<file path="src/sv/tspd_pkg.sv">
// ----------------------------------------------------------------------------
// tspd_pkg: shared types and constants for the three-step phase decoder
// Holds the item format between front and back, widths and the CORDIC
// angle table in units of 2^-32 turn.
// ----------------------------------------------------------------------------
package tspd_pkg;

    localparam int SampleW       = 8;
    localparam int ValW          = 16;
    localparam int TableDepth    = 256;
    localparam int QueueDepth    = 4;
    localparam int QueuePtrW     = $clog2(QueueDepth);
    localparam int QueueCntW     = $clog2(QueueDepth + 1);
    localparam int CordicSteps   = 28;
    localparam int PhaseBitsDef  = 16;
    localparam int XyW           = 48;
    localparam int ZW            = 34;
    localparam int OutPhaseW     = 16;

    localparam logic [ValW-1:0]   RangeLimitRst = 16'd5120;
    localparam logic signed [25:0] Sqrt3Q24     = 26'sd29058991;
    localparam logic signed [ZW-1:0] QuarterTurn = 34'sd1073741824;

    // one queued item: decode flag plus the three corrected intensities
    typedef struct packed {
        logic            pixel;
        logic [ValW-1:0] va;
        logic [ValW-1:0] vb;
        logic [ValW-1:0] vc;
    } t_item;

    // atan(2^-i) in 2^-32 turn, rounded to nearest
    function automatic logic signed [ZW-1:0] atan_turn(input int i);
        logic signed [ZW-1:0] v;
        begin
            case (i)
                0:  v = 34'sd536870912;
                1:  v = 34'sd316933406;
                2:  v = 34'sd167458907;
                3:  v = 34'sd85004756;
                4:  v = 34'sd42667331;
                5:  v = 34'sd21354465;
                6:  v = 34'sd10679838;
                7:  v = 34'sd5340245;
                8:  v = 34'sd2670163;
                9:  v = 34'sd1335087;
                10: v = 34'sd667544;
                11: v = 34'sd333772;
                12: v = 34'sd166886;
                13: v = 34'sd83443;
                14: v = 34'sd41722;
                15: v = 34'sd20861;
                16: v = 34'sd10430;
                17: v = 34'sd5215;
                18: v = 34'sd2608;
                19: v = 34'sd1304;
                20: v = 34'sd652;
                21: v = 34'sd326;
                22: v = 34'sd163;
                23: v = 34'sd81;
                24: v = 34'sd41;
                25: v = 34'sd20;
                26: v = 34'sd10;
                27: v = 34'sd5;
                default: v = '0;
            endcase
            return v;
        end
    endfunction

endpackage

</file>
<file path="src/sv/tspd_queue.sv">
// ----------------------------------------------------------------------------
// tspd_queue: short item queue between front and back
// Small register FIFO; the front never pushes when it is full.
// ----------------------------------------------------------------------------
module tspd_queue
    import tspd_pkg::*;
(
    input  logic                 i_clk,
    input  logic                 i_rst_n,
    input  logic                 i_push,
    input  t_item                i_item,
    input  logic                 i_pop,
    output logic                 o_valid,
    output t_item                o_item,
    output logic [QueueCntW-1:0] o_count
);

    t_item                r_mem [QueueDepth];
    logic [QueuePtrW-1:0] r_wr_ptr;
    logic [QueuePtrW-1:0] r_rd_ptr;
    logic [QueueCntW-1:0] r_count;

    // storage
    always_ff @(posedge i_clk) begin
        if (i_push) begin
            r_mem[r_wr_ptr] <= i_item;
        end
    end

    // pointers and fill count
    always_ff @(posedge i_clk) begin
        if (!i_rst_n) begin
            r_wr_ptr <= '0;
            r_rd_ptr <= '0;
            r_count  <= '0;
        end else begin
            if (i_push) r_wr_ptr <= r_wr_ptr + 1'b1;
            if (i_pop)  r_rd_ptr <= r_rd_ptr + 1'b1;
            case ({i_push, i_pop})
                2'b10:   r_count <= r_count + 1'b1;
                2'b01:   r_count <= r_count - 1'b1;
                default: r_count <= r_count;
            endcase
        end
    end

    assign o_valid = (r_count != '0);
    assign o_item  = r_mem[r_rd_ptr];
    assign o_count = r_count;

endmodule

</file>
<file path="config.mk">
export PLATFORM = sky130hd
export DESIGN_NAME = tspd_queue
export DESIGN_NICKNAME = d
export VERILOG_FILES = /design/src/sv/tspd_pkg.sv /design/src/sv/tspd_queue.sv
export SDC_FILE = /design/constraint.sdc
export NUM_CORES = 1
export LEC_CHECK = 0
export ABC_AREA = 1
export ABC_CLOCK_PERIOD_IN_PS = 3100
export BUFFER_PORTS_ARGS = -buffer_cell sky130_fd_sc_hd__buf_2
export CORE_UTILIZATION = 45
export DETAILED_ROUTE_END_ITERATION = 8
export SYNTH_ARGS = -nofsm -noshare
export SYNTH_HDL_FRONTEND = slang
export SYNTH_SLANG_ARGS = --single-unit
</file>
<file path="constraint.sdc">
create_clock -name i_clk -period 3.1 [get_ports i_clk]
set_clock_uncertainty 0.2 [all_clocks]
set_input_delay 0.155 -clock i_clk [delete_from_list [all_inputs] [get_ports i_clk]]
set_output_delay 0.155 -clock i_clk [all_outputs]
set_load 0.05 [all_outputs]
</file>
==> flow_metrics.tcl, run 1 <==
set metrics [dict create \
    netlist_area_um2 7695 \
    drt-initial-drc-count 289 \
    hold_slack_ps 209.7 \
    total_power_mw 6.815 \
    worst_pin_slew_ps 715.3 \
    io_buffers 105 \
    grt_usage 0.1860 \
    p_leak_nw 3.488 \
    wl_mm 16.25 \
    drv_slew 0 \
    hp-start "i_item[16]" \
    hold_depth 2 \
    hpwl_mm 8.868 \
    clkPwrFrac 0.400 \
    critPathLaunchType "flip-flop" \
    ant_nets 0 \
    ioPinCount 106 \
    fill_cells 1316 \
    hold_violations 0 \
    synth.area.top_cells "edfxtp_1, o21ai_0, nor2_1" \
    syn_nets 590 \
    gp_congestion 0.7159 \
    ys_warn_count 0 \
    cp_max_fo 30 \
    ys_seq_elements 205 \
    grt_max_degree 99 \
    timing.slew.headroom 0.5231 \
    initial_core_util 0.4624 \
    fin_nets 749 \
    rsz0062_at_grt "false" \
    switchingPower_mw 1.717 \
    syn_to_final_growth_pct 26.18 \
    cp-end-kind "output port" \
    avgSynthCellArea_um2 14.49 \
    die_w_um 132.8 \
    die-area_um2 17630 \
    drc_errors 0 \
    insertion_delay_ps 490 \
    rows 47 \
    min_path_type "in2reg" \
    hold_end "r_mem[1][16]$_DFFE_PP_" \
    cts_tree "yes" \
    n_antenna_cell 0 \
    htree_levels 1 \
    r2r_slack_ps 1190 \
    layout_min_cycle_time_ps 2704 \
    p_seq_frac 0.470 \
    critPathKind "reg2out" \
    root_buffer "clkbuf_16" \
    antenna_found_initial 0 \
    grt_pass1_vias 4832 \
    cp.required_ps 2740 \
    vias 4804 \
    max_freq_ghz 0.3698 \
    cts_num_sinks 205 \
    synth_top_area_share 0.7649 \
    wl_per_cell_um 17.55 \
    r2r-start "r_wr_ptr[0]$_SDFFE_PN0P_" \
    postCtsSetupRepairBufs 0 \
    grt-ovfl-total 0 \
    setup-tns-final_ps 0 \
    numCtsBuffers 22 \
    clk_path_buf_depth 3 \
    cp_data_arrival_time_ps 2350 \
    status "finished clean" \
    fin_crit_sh 0.8722 \
    comb_power_share 0.130 \
    vdd_drop_max_v 0.0004719 \
    powerDensity_nw_per_um2 701.9 \
    p_int_mw 5.098 \
    switching_share 0.2519 \
    netlist_instances 531 \
    layout-drive-gt1-share 0.2195 \
    reg2reg_depth 5 \
    first_pass_iters 4 \
    die_y_um 132.8 \
    clk_pin_slew_ps 60 \
    seq_area_frac_synth 0.7883 \
    ys_types 19 \
    core_um2 16640 \
    via_per_inst 5.188 \
    drv_cap 0 \
    synth_top_area_cell "edfxtp_1" \
    setup_viol 0 \
    grt_pass1_wl_mm 25.36 \
    r2r_end "r_mem[2][39]$_DFFE_PP_" \
]
==> cells in the mapped netlist, drive strengths merged <==
cell type / n
nand4: 1
dfxtp: 9
o21ai: 104
ha: 5
o22ai: 49
inv: 14
nand2: 10
edfxtp: 196
buf: 21
clkbuf: 10
a21oi: 4
fa: 1
nor2: 107
==> area by class of cell <==
class | count | area [um^2] | share of cell area
Clock buffer | 27 | 600.6 | 0.06186
Clock inverter | 13 | 166.4 | 0.01714
Multi-Input combinational cell | 281 | 1375 | 0.1416
Tap cell | 220 | 275.3 | 0.02835
Inverter | 14 | 57.56 | 0.005928
Sequential cell | 205 | 6071 | 0.6253
Timing Repair Buffer | 166 | 1164 | 0.1198
==> worst max-delay path: stages (launching register included) <==
cell	delay (ps)
dfxtp_2	620
buf_4	430
o21ai_0	170
o22ai_1	300
buf_2	330
==> repair_timing <==
| action | in CTS | in global routing |
|---|---|---|
| hold buffers | 52 | 0 |
| hold endpoints to repair | 205 | 0 |
| resized for setup | 0 | 0 |
==> per-stage QoR <==
step / util / instances / cell area (um^2) / setup slack, ps
global route: 0.5834 / 926 / 9709 / 293.8
CTS: 0.5834 / 926 / 9709 / 373.6
floorplan: - / 531 / 7695 / 950.2
detailed placement: 0.5061 / 834 / 8422 / 915.2
global placement: 0.5061 / 834 / 8422 / 931.9
finish: 0.5834 / 926 / 9709 / 396.0
==> per-layer routing <==
metal	wire, um	vias to the layer above	part of all wire	GRT usage
li1	-	2302	-	-
met1	7394	2346	0.46	0.2433
met2	7750	137	0.48	0.3164
met3	885	19	0.054	0.03640
met4	217	0	0.013	0.05364
met5	0	-	0	0
==> cells by family (layout without fill, tap and decap cells) <==
kind of cell | after synthesis | after routing | share of synthesized area
compound gates | 157 | 157 | 0.1101
fa+ha+maj | 6 | 6 | 0.01073
buf+inv | 45 | 220 | 0.03301
flops | 205 | 205 | 0.7883
simple gates | 118 | 118 | 0.05789
==> flip-flops by register name, summed over array words and instances, names as in the netlist, named ones only <==
name / flops
r_wr_ptr: 2
o_count: 3
r_rd_ptr: 2
r_mem: 196
==> cell usage in the layout (no fill, tap or decap), types with 7 or more instances in the layout <==
| cell type | count |
|---|---|
| o21ai_0 | 99 |
| buf_2 | 105 |
| clkbuf_16 | 23 |
| nor2_1 | 107 |
| edfxtp_1 | 196 |
| o22ai_1 | 49 |
| dlygate4sd3_1 | 52 |
| nand2_1 | 10 |
| inv_1 | 8 |
| dfxtp_1 | 7 |
==> power by group through the flow <==
stage,logic [mW],clock network (mW),registers [mW]
2_1_floorplan,0.594,0,3.26
6_report,0.883,2.73,3.21
4_1_cts,0.890,2.78,3.21
3_3_place_gp,0.825,0,3.26
5_1_grt,0.947,2.89,3.21
3_5_place_dp,0.835,0,3.26
==> worst max path at each step <==
stage	startpoint	endpoint	slack, ps
after floorplan	r_wr_ptr[0]$_SDFFE_PN0P_	r_mem[2][0]$_DFFE_PP_	950
after global placement	flip-flop	o_item[9]	930
after detailed placement	flip-flop	o_item[9]	920
after CTS	flip-flop	o_item[9]	370
after global routing	flip-flop	o_item[9]	290
final	flip-flop	o_item[9]	400
No activity file was read; power rests on OpenSTA's default activity.
==> inputs of run 2 (changes only) <==
--- a/config.mk
+++ b/config.mk
@@ -8,7 +8,7 @@
 export ABC_AREA = 1
 export ABC_CLOCK_PERIOD_IN_PS = 3100
 export BUFFER_PORTS_ARGS = -buffer_cell sky130_fd_sc_hd__buf_2
-export CORE_UTILIZATION = 45
+export CORE_UTILIZATION = 41
 export DETAILED_ROUTE_END_ITERATION = 8
 export SYNTH_ARGS = -nofsm -noshare
 export SYNTH_HDL_FRONTEND = slang
==> constraint.sdc (replaced) <==
create_clock -name i_clk -period 3.1 [get_ports i_clk]
set_clock_uncertainty 0.2 [all_clocks]
set_input_delay 0.155 -clock i_clk [delete_from_list [all_inputs] [get_ports i_clk]]
set_output_delay 0.155 -clock i_clk [all_outputs]
set_load 0.005 [all_outputs]
==> flow_metrics.tcl, run 2 (synthesized netlist as in run 1, its figures left out) <==
set metrics [dict create \
    status "finished with violations" \
    violations "DRC" \
    max_stage_delay_ps 660 \
    initial_core_util 0.4240 \
    setup-tns-final_ps 0 \
    core_um2 18150 \
    layout_min_cycle_time_ps 2704 \
    min_path_type "in2reg" \
    timing.slew.headroom 0.3651 \
    fin_area_um2 9607 \
    cts_tree "yes" \
    grt_max_degree 99 \
    hold_slack_ps 210.4 \
    cp_slowest_cell "dfxtp_4" \
    root_buffer "clkbuf_16" \
    grt_usage 0.1678 \
    cp_max_fo 52 \
    rows 49 \
    htree_levels 1 \
    placed_cell_area_um2 8401 \
    grt_pass1_wl_mm 25.50 \
    hpwl_mm 8.949 \
    dp_cells 842 \
    clk_pin_slew_ps 60 \
    die-area_um2 19320 \
    numCtsBuffers 22 \
    fin_nets 748 \
    wl_per_cell_um 17.21 \
    largest_register "r_mem" \
    p_leak_nw 3.437 \
    cp.required_ps 2740 \
    first_pass_iters 9 \
    crit_buf_inv 2 \
    cts_num_sinks 205 \
    final_common_cell "edfxtp_1" \
    place_ws_ps 899.2 \
    max_freq_ghz 0.3698 \
    post_cts_resize_count 0 \
    insertion_delay_ps 490 \
    drv_slew 0 \
    io_buffers 105 \
    gp_congestion 0.7005 \
    cp_data_arrival_time_ps 2350 \
    postCtsHoldBufs 52 \
    clk_path_buf_depth 3 \
    fin_cells 935 \
    fin_crit_sh 0.8723 \
    ioPinCount 106 \
    setup_slack_ps 395.9 \
    syn_to_final_growth_pct 24.85 \
    vias 4833 \
    critPathLaunchType "flip-flop" \
    largest_reg_flops 196 \
    ant_nets 0 \
    finish.utilization 0.5294 \
    cp-end-kind "output port" \
    drc_errors 6 \
    antenna_found_initial 1 \
    drv_cap 0 \
    hold_violations 0 \
    layout-drive-gt1-share 0.2113 \
    vdd_drop_max_v 0.0003636 \
    grt-ovfl-total 0 \
    drt-initial-drc-count 289 \
    critical_path.top_delay_family "buffers and inverters" \
    rsz0062_at_grt "false" \
    wl_mm 16.09 \
    die_y_um 139.0 \
    powerDensity_nw_per_um2 644.4 \
    grt_pass1_vias 4811 \
    multi_input_area_um2 1375 \
    critPathKind "reg2out" \
    fill_cells 1532 \
    total_power_mw 6.190 \
    path_cells "buf_4 > o21ai_0 > o22ai_1 > buf_2" \
    worst_pin_slew_ps 952.4 \
    setup_viol 0 \
    ff_latch_area_um2 6071 \
    die_w_um 139.0 \
    via_per_inst 5.169 \
    layout_common_cells "edfxtp_1, nor2_1, buf_2" \
    postCtsSetupRepairBufs 0 \
]
## run 2: worst paths after layout
kind	start	end	slack, ps	cells past startpoint
worst max-delay path	flip-flop	o_item[45]	400	4
worst min-delay path	i_item[7]	r_mem[0][7]$_DFFE_PP_	210	2
worst min register to register	r_rd_ptr[1]$_SDFFE_PN0P_	flip-flop	250	1
worst max register to register	r_wr_ptr[0]$_SDFFE_PN0P_	r_mem[2][48]$_DFFE_PP_	1110	5
## run 2: power breakdown
part | total, mW | leakage [nW] | switching (mW) | internal [mW]
combinational | 0.546 | 1.23 | 0.326 | 0.220
sequential | 3.20 | 1.88 | 0.0422 | 3.16
clock | 2.44 | 0.332 | 0.974 | 1.47
total | 6.19 | 3.44 | 1.34 | 4.85
## run 2: area by class of cell
type,count,area share
Clock inverter,8,0.006642
Multi-Input combinational cell,281,0.1431
Clock buffer,32,0.06447
Sequential cell,205,0.6319
Tap cell,229,0.02983
Inverter,14,0.005991
Timing Repair Buffer,165,0.1177
Antenna cell,1,0.0002605
## run 2: layer usage
| layer | wire length (um) | global-route usage | up-vias | share of wire |
|---|---|---|---|---|
| met2 | 7708 | 0.2799 | 146 | 0.48 |
| met1 | 6989 | 0.2222 | 2369 | 0.43 |
| met5 | 0 | 0 | - | 0 |
| met4 | 280 | 0.03684 | 0 | 0.017 |
| li1 | - | - | 2295 | - |
| met3 | 1111 | 0.04178 | 23 | 0.069 |
==> inputs of run 3 (changes only) <==
--- a/config.mk
+++ b/config.mk
@@ -8,8 +8,11 @@
 export ABC_AREA = 1
 export ABC_CLOCK_PERIOD_IN_PS = 3100
 export BUFFER_PORTS_ARGS = -buffer_cell sky130_fd_sc_hd__buf_2
-export CORE_UTILIZATION = 41
+export CELL_PAD_IN_SITES_DETAIL_PLACEMENT = 1
+export CELL_PAD_IN_SITES_GLOBAL_PLACEMENT = 2
+export CORE_UTILIZATION = 40
 export DETAILED_ROUTE_END_ITERATION = 8
+export PLACE_DENSITY_LB_ADDON = 0.1
 export SYNTH_ARGS = -nofsm -noshare
 export SYNTH_HDL_FRONTEND = slang
 export SYNTH_SLANG_ARGS = --single-unit
==> flow_metrics.tcl, run 3 (synthesized netlist as in run 1, its figures left out) <==
set metrics [dict create \
    reg2reg_depth 5 \
    timing.slew.headroom 0.5078 \
    via_per_inst 5.219 \
    cp.required_ps 2740 \
    hpwl_mm 10.10 \
    grt_pass1_vias 5129 \
    die_w_um 140.7 \
    worst_pin_slew_ps 738.3 \
    initial_core_util 0.4100 \
    max_freq_ghz 0.3713 \
    n_antenna_cell 0 \
    die-area_um2 19800 \
    setup-tns-final_ps 0 \
    htree_levels 1 \
    cp-end-kind "output port" \
    drt-initial-drc-count 265 \
    critical_path.top_delay_family "flip-flops" \
    r2r_slack_ps 1180 \
    powerDensity_nw_per_um2 638.5 \
    p_leak_nw 3.442 \
    ant_nets 0 \
    grt_pass1_wl_mm 28.05 \
    clk_path_buf_depth 3 \
    cp_max_fo 53 \
    first_pass_iters 4 \
    core_um2 18770 \
    final_common_cell "edfxtp_1" \
    wl_per_cell_um 18.88 \
    layout_min_cycle_time_ps 2693 \
    hold_depth 2 \
    hp-start "i_item[5]" \
    dp_cells 849 \
    antenna_found_initial 0 \
    wl_mm 17.75 \
    clk_pin_slew_ps 60 \
    gp_congestion 0.6732 \
    numCtsBuffers 22 \
    largest_register "r_mem" \
    insertion_delay_ps 490 \
    ioPinCount 106 \
    cp_data_arrival_time_ps 2340 \
    cp_slowest_cell "dfxtp_4" \
    layout-drive-gt1-share 0.2125 \
    die_y_um 140.7 \
    hold_slack_ps 214.4 \
    critPathLaunchType "flip-flop" \
    drv_slew 0 \
    drv_cap 0 \
    syn_to_final_growth_pct 25.09 \
    vdd_drop_max_v 0.0003272 \
    fin_cells 940 \
    io_buffers 105 \
    min_path_type "in2reg" \
    max_stage_delay_ps 720 \
    layout_common_cells "edfxtp_1, nor2_1, buf_2" \
    fin_crit_sh 0.8688 \
    total_power_mw 6.146 \
    root_buffer "clkbuf_16" \
    vias 4906 \
    fin_nets 750 \
    largest_reg_flops 196 \
    hold_violations 0 \
    path_cells "buf_4 > nor2_1 > o22ai_1 > buf_2" \
    finish.utilization 0.5129 \
    rows 50 \
    r2r-start "r_wr_ptr[0]$_SDFFE_PN0P_" \
    grt_max_degree 99 \
    grt-ovfl-total 0 \
    setup_viol 0 \
    crit_buf_inv 2 \
    critPathKind "reg2out" \
    drc_errors 0 \
    rsz0062_at_grt "false" \
    r2r_end "r_mem[2][18]$_DFFE_PP_" \
    cts_num_sinks 205 \
    status "finished clean" \
    post_cts_resize_count 0 \
    cts_tree "yes" \
    hold_end "r_mem[2][5]$_DFFE_PP_" \
    grt_usage 0.1840 \
]
run 3: cell types whose count changed in the layout (fill, tap and decap cells not counted), sizes merged:
cell    change
diode       -1
buf         +2
clkbuf      +1
bufinv      -1
clkinv      -1
run 3: per-layer routing:
metal | up-vias | GRT usage | routed length (um)
met5 | - | 0 | 0
met4 | 0 | 0.04977 | 281
met3 | 25 | 0.02819 | 722
met2 | 105 | 0.3257 | 8801
met1 | 2475 | 0.2355 | 7940
li1 | 2301 | - | -
run 3: power by group:
part	switching, mW	internal [mW]	total [mW]	leakage (nW)
registers	0.0528	3.16	3.21	1.88
clock network	0.976	1.40	2.38	0.321
logic	0.329	0.225	0.553	1.24
total	1.36	4.79	6.15	3.44
run 3: area by class of cell:
type / instances / area [um^2]
fillers: 1895 / 9143
flip-flops and latches: 205 / 6071
multi-input cells: 281 / 1375
repair buffers: 167 / 1171
clock buffers: 33 / 633.1
well taps: 234 / 292.8
inverters: 14 / 57.56
clock inverters: 6 / 25.02
run 3: worst max-delay path by stage:
stage,depth (start not counted),from,endpoint
after floorplan,4,r_wr_ptr[0]$_SDFFE_PN0P_,r_mem[2][0]$_DFFE_PP_
after global placement,4,flip-flop,o_item[23]
after detailed placement,4,flip-flop,o_item[14]
after CTS,4,flip-flop,o_item[14]
after global routing,4,flip-flop,o_item[45]
final,4,flip-flop,o_item[12]
run 3: stage by stage:
| step | cell area (um^2) | worst slack [ps] |
|---|---|---|
| after global routing | 9625 | 135.5 |
| after detailed placement | 8447 | 852.4 |
| after CTS | 9625 | 317.3 |
| after global placement | 8447 | 936.2 |
| after floorplan | 7695 | 950.2 |
| final | 9625 | 406.9 |
run 3: what timing repair did:
item,4_1_cts,5_1_grt
endpoints found under the hold margin,205,0
hold buffers,52,0
buffers inserted,0,0
